===== src/rtl/assert_macros.svh =====
// Assertion macros shared by the RTL. Define ASSERT_OFF to compile them away.
`ifndef ASSERT_MACROS_SVH
`define ASSERT_MACROS_SVH
`ifndef ASSERT_OFF
`define ASSERT_CLK(label, clk, rst, prop, msg) \
   label: assert property (@(posedge clk) disable iff (rst) (prop)) else $error(msg);
`define ASSERT_NEVER(label, clk, rst, expr, msg) \
   label: assert property (@(posedge clk) disable iff (rst) !(expr)) else $error(msg);
`else
`define ASSERT_CLK(label, clk, rst, prop, msg)
`define ASSERT_NEVER(label, clk, rst, expr, msg)
`endif
`endif


===== src/rtl/fgsc_pkg.sv =====
`timescale 1ns / 1ps
`default_nettype none
package fgsc_pkg;

   localparam int DVS_W = 10;
   localparam int QUO_W = 8;
   localparam int DVD_W = DVS_W + QUO_W - 1;
   localparam int CNT_W = $clog2(QUO_W);

   typedef struct packed {
      logic             start;
      logic [DVD_W-1:0] dividend;
      logic [DVS_W-1:0] divisor;
   } div_req_type;

   typedef struct packed {
      logic             done;
      logic [QUO_W-1:0] quotient;
   } div_rsp_type;

endpackage
`default_nettype wire


===== src/rtl/fgsc_serial_div.sv =====
`timescale 1ns / 1ps
`default_nettype none
module fgsc_serial_div (
   input  wire logic                 clock,
   input  wire logic                 reset,
   input  wire fgsc_pkg::div_req_type div_req,
   output fgsc_pkg::div_rsp_type     div_rsp
);

   logic [fgsc_pkg::DVD_W-1:0] rem_ff, rem_in;
   logic [fgsc_pkg::DVD_W-1:0] dsh_ff, dsh_in;
   logic [fgsc_pkg::QUO_W-1:0] quo_ff, quo_in;
   logic [fgsc_pkg::CNT_W-1:0] cnt_ff, cnt_in;
   logic                       busy_ff, busy_in;
   logic                       done_ff, done_in;

   // Restoring division, one quotient bit per cycle from the top bit down.
   always_comb begin
      rem_in  = rem_ff;
      dsh_in  = dsh_ff;
      quo_in  = quo_ff;
      cnt_in  = cnt_ff;
      busy_in = busy_ff;
      done_in = 1'b0;
      if (div_req.start) begin
         rem_in  = div_req.dividend;
         dsh_in  = {div_req.divisor, {(fgsc_pkg::QUO_W-1){1'b0}}};
         quo_in  = '0;
         cnt_in  = fgsc_pkg::CNT_W'(fgsc_pkg::QUO_W-1);
         busy_in = 1'b1;
      end else if (busy_ff) begin
         if (rem_ff >= dsh_ff) begin
            rem_in = rem_ff - dsh_ff;
            quo_in = {quo_ff[fgsc_pkg::QUO_W-2:0], 1'b1};
         end else begin
            quo_in = {quo_ff[fgsc_pkg::QUO_W-2:0], 1'b0};
         end
         dsh_in = dsh_ff >> 1;
         if (cnt_ff == '0) begin
            busy_in = 1'b0;
            done_in = 1'b1;
         end else begin
            cnt_in = cnt_ff - fgsc_pkg::CNT_W'(1);
         end
      end
   end

   always_ff @(posedge clock) begin
      rem_ff <= rem_in;
      dsh_ff <= dsh_in;
      quo_ff <= quo_in;
      if (reset) begin
         cnt_ff  <= '0;
         busy_ff <= 1'b0;
         done_ff <= 1'b0;
      end else begin
         cnt_ff  <= cnt_in;
         busy_ff <= busy_in;
         done_ff <= done_in;
      end
   end

   assign div_rsp.done     = done_ff;
   assign div_rsp.quotient = quo_ff;

endmodule
`default_nettype wire


===== src/rtl/finger_grip_servo_control_unit.sv =====
`timescale 1ns / 1ps
`default_nettype none
// Finger grip servo controller.
// The req_ channel carries one word per item: a position command (opcode 0) with a
// requested percent, or a step tick (opcode 1); both carry the current pressure sample.
// Every accepted word gives exactly one rsp_ word: drive angle, position percent,
// pressure percent and the closing flag, all taken after the update.
// The csr_ port writes the angle span, the pressure span and the sensor flag; the user
// must write it only while the block is idle, as the block itself does not enforce this.
// One word is worked on at a time: a new word is taken only after the last result has
// been placed in the output register. The single bit-serial divider is shared; it runs
// 8 steps for the target angle of a command and 8 steps each for the two percent results.
// The result sits in an output register, so the next word is processed while a
// stalled result waits; a finished word waits only if that register is still full.
// Reset clears the finger to angle 0, ends any close and loads the register defaults:
// span 0 to 180 degrees, pressure span 0 to 1023, no sensor fitted.
`include "assert_macros.svh"
module finger_grip_servo_control_unit (
   input  wire logic       clock,
   input  wire logic       reset,
   input  wire logic       req_valid,
   output logic            req_stall,
   input  wire logic       req_opcode,
   input  wire logic [7:0] req_percent_request,
   input  wire logic [9:0] req_pressure_sample,
   output logic            rsp_valid,
   input  wire logic       rsp_stall,
   output logic [7:0]      rsp_drive_angle,
   output logic [6:0]      rsp_position_percent,
   output logic [6:0]      rsp_pressure_percent,
   output logic            rsp_closing,
   input  wire logic       csr_write,
   input  wire logic [2:0] csr_index,
   input  wire logic [9:0] csr_data
);

   localparam logic [2:0] CSR_MIN_ANGLE    = 3'd0;
   localparam logic [2:0] CSR_MAX_ANGLE    = 3'd1;
   localparam logic [2:0] CSR_SENSOR       = 3'd2;
   localparam logic [2:0] CSR_MIN_PRESSURE = 3'd3;
   localparam logic [2:0] CSR_MAX_PRESSURE = 3'd4;

   localparam logic [2:0] S_IDLE   = 3'd0;
   localparam logic [2:0] S_PREP   = 3'd1;
   localparam logic [2:0] S_TGT    = 3'd2;
   localparam logic [2:0] S_PSTART = 3'd3;
   localparam logic [2:0] S_POS    = 3'd4;
   localparam logic [2:0] S_PRS    = 3'd5;
   localparam logic [2:0] S_OUT    = 3'd6;

   localparam logic       OP_COMMAND = 1'b0;
   localparam logic [6:0] PCT_FULL   = 7'd100;
   localparam logic [9:0] TGT_DIVISOR = 10'd100;

   typedef struct packed {
      logic                                 zero;
      logic                                 sat;
      logic [fgsc_pkg::DVD_W-1:0]           dividend;
      logic [fgsc_pkg::DVS_W-1:0]           divisor;
   } pct_op_type;

   // Sets up num * 100 / span as a division of magnitudes; a result of the wrong sign
   // clamps to zero and one of a hundred or more is known before dividing.
   function automatic pct_op_type pct_setup(input logic signed [10:0] num,
                                            input logic signed [10:0] span);
      pct_op_type                 op;
      logic [9:0]                 mn_w;
      logic [9:0]                 ms_w;
      logic [fgsc_pkg::DVD_W-1:0] mn_x;
      mn_w = num[10] ? 10'(-num) : num[9:0];
      ms_w = span[10] ? 10'(-span) : span[9:0];
      mn_x = fgsc_pkg::DVD_W'(mn_w);
      op.zero     = (span == '0) || (num == '0) || (num[10] != span[10]);
      op.sat      = mn_w >= ms_w;
      op.dividend = (mn_x << 6) + (mn_x << 5) + (mn_x << 2);
      op.divisor  = ms_w;
      return op;
   endfunction

   logic [7:0] min_angle_ff, min_angle_in;
   logic [7:0] max_angle_ff, max_angle_in;
   logic       sensor_ff, sensor_in;
   logic [9:0] min_prs_ff, min_prs_in;
   logic [9:0] max_prs_ff, max_prs_in;

   logic [2:0] state_ff, state_in;
   logic       opcode_ff, opcode_in;
   logic [6:0] pct_ff, pct_in;
   logic [9:0] sample_ff, sample_in;
   logic [7:0] current_angle_ff, current_angle_in;
   logic [7:0] goal_angle_ff, goal_angle_in;
   logic       closing_ff, closing_in;
   logic       zero_ff, zero_in;
   logic       sat_ff, sat_in;
   logic [6:0] pos_pct_ff, pos_pct_in;
   logic [6:0] prs_pct_ff, prs_pct_in;

   logic       rsp_valid_ff, rsp_valid_in;
   logic [7:0] rsp_angle_ff, rsp_angle_in;
   logic [6:0] rsp_pos_ff, rsp_pos_in;
   logic [6:0] rsp_prs_ff, rsp_prs_in;
   logic       rsp_closing_ff, rsp_closing_in;

   fgsc_pkg::div_req_type div_req;
   fgsc_pkg::div_rsp_type div_rsp;

   logic        span_neg;
   logic [7:0]  span_mag;
   logic [14:0] tgt_prod;
   logic [7:0]  target;
   logic [7:0]  step_angle;
   logic [6:0]  pct_result;
   pct_op_type  pos_op;
   pct_op_type  prs_op;

   assign span_neg = max_angle_ff < min_angle_ff;
   assign span_mag = span_neg ? (min_angle_ff - max_angle_ff) : (max_angle_ff - min_angle_ff);
   assign tgt_prod = {7'b0, span_mag} * {8'b0, pct_ff};
   assign target   = span_neg ? (min_angle_ff - div_rsp.quotient)
                              : (min_angle_ff + div_rsp.quotient);
   assign step_angle = (current_angle_ff < goal_angle_ff) ? (current_angle_ff + 8'd1)
                                                          : current_angle_ff;
   assign pct_result = zero_ff ? 7'd0 : (sat_ff ? PCT_FULL : div_rsp.quotient[6:0]);

   assign pos_op = pct_setup(11'({3'b0, current_angle_ff}) - 11'({3'b0, min_angle_ff}),
                             11'({3'b0, max_angle_ff}) - 11'({3'b0, min_angle_ff}));
   assign prs_op = pct_setup(11'({1'b0, sample_ff}) - 11'({1'b0, min_prs_ff}),
                             11'({1'b0, max_prs_ff}) - 11'({1'b0, min_prs_ff}));

   always_comb begin
      min_angle_in = min_angle_ff;
      max_angle_in = max_angle_ff;
      sensor_in    = sensor_ff;
      min_prs_in   = min_prs_ff;
      max_prs_in   = max_prs_ff;
      if (csr_write) begin
         unique case (csr_index)
            CSR_MIN_ANGLE:    min_angle_in = csr_data[7:0];
            CSR_MAX_ANGLE:    max_angle_in = csr_data[7:0];
            CSR_SENSOR:       sensor_in    = csr_data[0];
            CSR_MIN_PRESSURE: min_prs_in   = csr_data;
            CSR_MAX_PRESSURE: max_prs_in   = csr_data;
            default: ;
         endcase
      end
   end

   always_comb begin
      state_in         = state_ff;
      opcode_in        = opcode_ff;
      pct_in           = pct_ff;
      sample_in        = sample_ff;
      current_angle_in = current_angle_ff;
      goal_angle_in    = goal_angle_ff;
      closing_in       = closing_ff;
      zero_in          = zero_ff;
      sat_in           = sat_ff;
      pos_pct_in       = pos_pct_ff;
      prs_pct_in       = prs_pct_ff;
      rsp_valid_in     = rsp_valid_ff && rsp_stall;
      rsp_angle_in     = rsp_angle_ff;
      rsp_pos_in       = rsp_pos_ff;
      rsp_prs_in       = rsp_prs_ff;
      rsp_closing_in   = rsp_closing_ff;
      div_req.start    = 1'b0;
      div_req.dividend = {2'b0, tgt_prod};
      div_req.divisor  = TGT_DIVISOR;
      unique case (state_ff)
         S_IDLE: begin
            if (req_valid) begin
               opcode_in = req_opcode;
               pct_in    = (req_percent_request > 8'd100) ? PCT_FULL : req_percent_request[6:0];
               sample_in = req_pressure_sample;
               state_in  = S_PREP;
            end
         end
         S_PREP: begin
            if (opcode_ff == OP_COMMAND) begin
               div_req.start = 1'b1;
               state_in      = S_TGT;
            end else begin
               if (closing_ff) begin
                  if (sample_ff >= max_prs_ff) begin
                     closing_in = 1'b0;
                  end else begin
                     current_angle_in = step_angle;
                     if (step_angle >= goal_angle_ff) begin
                        closing_in = 1'b0;
                     end
                  end
               end
               state_in = S_PSTART;
            end
         end
         S_TGT: begin
            if (div_rsp.done) begin
               if ((target <= current_angle_ff) || !sensor_ff) begin
                  current_angle_in = target;
                  closing_in       = 1'b0;
               end else begin
                  goal_angle_in = target;
                  closing_in    = 1'b1;
               end
               state_in = S_PSTART;
            end
         end
         S_PSTART: begin
            div_req.start    = 1'b1;
            div_req.dividend = pos_op.dividend;
            div_req.divisor  = pos_op.divisor;
            zero_in          = pos_op.zero;
            sat_in           = pos_op.sat;
            state_in         = S_POS;
         end
         S_POS: begin
            div_req.dividend = prs_op.dividend;
            div_req.divisor  = prs_op.divisor;
            if (div_rsp.done) begin
               pos_pct_in    = pct_result;
               div_req.start = 1'b1;
               zero_in       = prs_op.zero;
               sat_in        = prs_op.sat;
               state_in      = S_PRS;
            end
         end
         S_PRS: begin
            if (div_rsp.done) begin
               prs_pct_in = pct_result;
               state_in   = S_OUT;
            end
         end
         S_OUT: begin
            if (!rsp_valid_ff || !rsp_stall) begin
               rsp_valid_in   = 1'b1;
               rsp_angle_in   = current_angle_ff;
               rsp_pos_in     = pos_pct_ff;
               rsp_prs_in     = prs_pct_ff;
               rsp_closing_in = closing_ff;
               state_in       = S_IDLE;
            end
         end
         default: state_in = S_IDLE;
      endcase
   end

   always_ff @(posedge clock) begin
      opcode_ff      <= opcode_in;
      pct_ff         <= pct_in;
      sample_ff      <= sample_in;
      zero_ff        <= zero_in;
      sat_ff         <= sat_in;
      pos_pct_ff     <= pos_pct_in;
      prs_pct_ff     <= prs_pct_in;
      rsp_angle_ff   <= rsp_angle_in;
      rsp_pos_ff     <= rsp_pos_in;
      rsp_prs_ff     <= rsp_prs_in;
      rsp_closing_ff <= rsp_closing_in;
      if (reset) begin
         min_angle_ff     <= 8'd0;
         max_angle_ff     <= 8'd180;
         sensor_ff        <= 1'b0;
         min_prs_ff       <= 10'd0;
         max_prs_ff       <= 10'd1023;
         state_ff         <= S_IDLE;
         current_angle_ff <= 8'd0;
         goal_angle_ff    <= 8'd0;
         closing_ff       <= 1'b0;
         rsp_valid_ff     <= 1'b0;
      end else begin
         min_angle_ff     <= min_angle_in;
         max_angle_ff     <= max_angle_in;
         sensor_ff        <= sensor_in;
         min_prs_ff       <= min_prs_in;
         max_prs_ff       <= max_prs_in;
         state_ff         <= state_in;
         current_angle_ff <= current_angle_in;
         goal_angle_ff    <= goal_angle_in;
         closing_ff       <= closing_in;
         rsp_valid_ff     <= rsp_valid_in;
      end
   end

   fgsc_serial_div u_div (
      .clock   (clock),
      .reset   (reset),
      .div_req (div_req),
      .div_rsp (div_rsp)
   );

   assign req_stall            = state_ff != S_IDLE;
   assign rsp_valid            = rsp_valid_ff;
   assign rsp_drive_angle      = rsp_angle_ff;
   assign rsp_position_percent = rsp_pos_ff;
   assign rsp_pressure_percent = rsp_prs_ff;
   assign rsp_closing          = rsp_closing_ff;

   // A close in progress always has somewhere left to go.
   `ASSERT_CLK(a_close_below_goal, clock, reset, closing_ff |-> (current_angle_ff < goal_angle_ff), "closing with the finger at or past its goal")
   // The divider only finishes while the sequencer is waiting for it.
   `ASSERT_CLK(a_div_done_waited, clock, reset, div_rsp.done |-> (state_ff == S_TGT || state_ff == S_POS || state_ff == S_PRS), "divider result arrived outside a wait state")
   // Both percent results are clamped to a hundred.
   `ASSERT_NEVER(a_pct_clamped, clock, reset, rsp_valid_ff && (rsp_pos_ff > PCT_FULL || rsp_prs_ff > PCT_FULL), "percent result above a hundred")

endmodule
`default_nettype wire

===== config.mk =====
export PLATFORM = sky130hd
export DESIGN_NAME = finger_grip_servo_control_unit
export DESIGN_NICKNAME = d
export VERILOG_FILES = /design/src/rtl/fgsc_pkg.sv /design/src/rtl/fgsc_serial_div.sv /design/src/rtl/finger_grip_servo_control_unit.sv
export VERILOG_INCLUDE_DIRS = /design/src /design/src/rtl
export SDC_FILE = /design/constraint.sdc
export NUM_CORES = 1
export LEC_CHECK = 0
export BUFFER_PORTS_ARGS = -buffer_cell sky130_fd_sc_hd__buf_2
export CAP_MARGIN = 20
export CORE_MARGIN = 1.5
export CORE_UTILIZATION = 65
export CTS_BUF_LIST = sky130_fd_sc_hd__clkbuf_16
export CTS_CLUSTER_SIZE = 40
export DETAILED_ROUTE_END_ITERATION = 6
export PLACE_DENSITY = 0.81
export SLEW_MARGIN = 20
export SYNTH_ARGS = -nofsm -noshare
export SYNTH_HDL_FRONTEND = slang
export SYNTH_SLANG_ARGS = --single-unit

===== constraint.sdc =====
create_clock -name clock -period 14.8 [get_ports clock]
set_input_delay 0.74 -clock clock [delete_from_list [all_inputs] [get_ports clock]]
set_output_delay 0.74 -clock clock [all_outputs]
set_load 0.005 [all_outputs]

==> results.md <==
- DRC viols: 0
- Root buffer cell: clkbuf_16
- FF+latch count, synth: 162
- # IOs: 62
- Gr ovfl total: 0
- Flop pwr share: 0.252
- Hold Path Class: flip-flop to flip-flop
- Die area: 23200 um^2
- Setup bufs post-CTS: 0
- Hold buffers post-CTS: 0
- R2r worst-path depth: 25
- Tot Pwr: 0.00213 W
- Area delta synth->final: 7.80%
- Combinational Power Share: 0.537
- Internal: 0.00122 W
- Hold Vio Cnt, Final: 0
- Max IR drop VDD: 0.0000762 V
- CP arrival: 7470 ps
- Most frequent cells in the layout: ha_1, inv_1, nor2_1
- Clock buffer depth: 2
- Chip width: 152 um
- Final clock skew: 8.15 ps
- Antenna violations before repair: 0
- Final wirelength: 37000 um
- Fin nets: 1946
- Sw Share: 0.425
- Outcome: finished, final reports clean
- Vias in the first global route: 11900
- Syn_area_per_cell: 8.91 um^2
- PwrDens: 136 nW/um^2
- Synth Cell Area: 14500 um^2
- Resized cells post-CTS: 0
- Pleak: 6.86 nW
- Die H: 152 um
- Max_cap viols: 0
- RSZ-0062 raised after global routing: no
- Required time of the critical path: 14990 ps
- Initial DRC count: 1036
- Mean number of vias per cell: 6.18
- CTS tree: done
- Via Count: 12100
- Slew margin rel.: 0.321
- Tightest Pin Transition: 1020 ps
- Final worst path period need: 7280 ps
- CTS Buf Count: 17
- Hold depth: 0
- Setup TNS: 0 ps
- All-Layer GR Usage: 0.322
- Psw: 0.000904 W
- Synth async-reset ratio: 0
- WL per Instance: 18.9 um
- Dominant cell type by area after synthesis: edfxtp_1
- Clock latency on the worst-skew pair: 450 ps
- Clock slew at reported path FFs: 70 ps
- H-tree levels: 4
- Worst-path fanout max: 14
- Layout cell share with drive strength beyond 1: 0.0784
- # clock sinks: 162
- Post-synth EDFFs: 84
- Final antenna-violating net count: 0
- Synth top area cells: edfxtp_1, ha_1, dfxtp_1
- Endpoint class of the critical path: flip-flop
- First-pass GRT wire length: 60000 um
- Top cell type's share of synthesized area: 0.174
- Synth warn: 0
- Leading register cell type out of synthesis: edfxtp_1
- Commonest non-fill, non-tap cell in the layout: ha_1
- Mapped Cells: 1625
- Max frequency: 137 MHz
- # rows: 54
- Final Util: 0.715
- Startpoint types: flip-flop
- Final period utilization: 0.492
- Drt pass-1 iters: 6
- ANT cells: 0
- Sequential-to-total area share from yosys stat: 0.282
- Clock share of power: 0.211
- GPL Wtd Cong: 0.949
- Critical path class: flip-flop to flip-flop
- Setup violations, final: 0
- DP Wirelength: 28600 um
- Initial Util: 0.664
- Yosys cell types: 81
- Port bufs: 61
- Total core area: 21800 um^2
- Pin count of the biggest net entering global routing: 68
- Slew Viols, Final: 0
flip-flops by register name (all words and copies together) (netlist names), 8 cells and up:
| name | flops |
|---|---|
| current_angle_ff | 8 |
| min_prs_ff | 10 |
| max_angle_ff | 8 |
| u_div.dsh_ff | 17 |
| min_angle_ff | 8 |
| rsp_drive_angle | 8 |
| u_div.rem_ff | 17 |
| sample_ff | 10 |
| u_div.quo_ff | 8 |
| goal_angle_ff | 8 |
| max_prs_ff | 10 |
path summary, 6_finish.rpt:
path | from | end | slack (ps)
max | min_angle_ff[1]$_SDFFE_PP0P_ | u_div.rem_ff[14]$_DFFE_PP_ | 7520
min | pos_pct_ff[3]$_DFFE_PP_ | rsp_position_percent[3]$_DFFE_PP_ | 420
max reg2reg | min_angle_ff[1]$_SDFFE_PP0P_ | u_div.rem_ff[14]$_DFFE_PP_ | 7520
min reg2reg | pos_pct_ff[3]$_DFFE_PP_ | rsp_position_percent[3]$_DFFE_PP_ | 420
final cells by class:
class / count / area (um^2)
Inverter: 149 / 559
Tap cell: 280 / 350
Clock buffer: 18 / 450
Fill cell: 1654 / 6210
Sequential cell: 162 / 4080
Clock inverter: 14 / 138
Timing Repair Buffer: 69 / 365
Multi-Input combinational cell: 1272 / 9670
stage by stage:
stage          std cells  instance area, um^2  setup WS [ps]  hold slack (ps)
2_1_floorplan       1628                14500           8550              400
3_3_place_gp        1931                15000           7940              405
3_5_place_dp        1931                15000           7720              405
4_1_cts             1963                15600           7630              423
5_1_grt             1964                15600           6990              426
6_report            1964                15600           7520              419
routing by layer:
metal  vias up  wire (um)  GRT usage
li1       5805          -          -
met1      5742      15600      0.412
met2       493      17400      0.539
met3       107       2660     0.0569
met4         0       1400      0.129
met5         -          0          0
cells in the mapped netlist (6+ instances only):
library cell,count
a211oi_1,16
o211a_1,6
edfxtp_1,84
o21a_1,12
o21ai_1,7
ha_1,188
o211ai_1,7
clkbuf_1,28
nand4_1,7
dfxtp_1,78
xor2_1,51
o221ai_1,7
and3_1,9
nand3_1,22
a21oi_1,119
o21ai_0,65
a2111oi_0,6
nand2_1,126
nor3_1,27
a211o_1,6
and2_1,43
a21o_1,39
or3_1,14
xnor2_1,69
a22oi_1,7
nand3b_1,20
o21bai_1,8
nand2b_1,23
inv_1,149
nor2b_1,36
fa_1,50
o22ai_1,10
o31ai_1,11
a31oi_1,17
nor2_1,138
or2_2,11
buf_2,13
mux2i_1,28
power groups by stage:
stage                     registers [W]  clock network [W]  logic (W)
final                          0.000535           0.000449    0.00114
after global routing           0.000538           0.000468    0.00127
after CTS                      0.000535           0.000449    0.00113
after detailed placement       0.000544                  0    0.00111
after global placement         0.000544                  0    0.00107
after floorplan                0.000533                  0   0.000851
worst max-delay path: stages (launching register included):
cell	delay [ps]
dfxtp_1	430
inv_1	200
fa_1	540
nand2_1	100
a21oi_1	90
o31ai_1	440
a21o_1	480
mux2i_1	170
xnor2_1	490
nand2_1	140
fa_1	470
fa_1	540
inv_1	50
fa_1	540
inv_1	70
fa_1	540
inv_1	40
ha_1	330
nand3_1	90
o2111ai_1	280
a21oi_1	130
o21ai_0	310
a31oi_1	150
xnor2_1	150
a21oi_1	160
a21oi_1	60
logic make-up after synthesis:
| family | after synthesis | share of synthesized area |
|---|---|---|
| adder cells (fa/ha/maj) | 238 | 0.232 |
| buffers and inverters | 194 | 0.0522 |
| multiplexers | 29 | 0.0201 |
| AO/OA/AOI/OAI | 386 | 0.174 |
| XOR/XNOR | 120 | 0.0726 |
| AND/OR/NAND/NOR | 494 | 0.167 |
| other | 2 | 0.000519 |
| flip-flops | 162 | 0.282 |
Note: power is estimated with default switching activity, not from simulation.
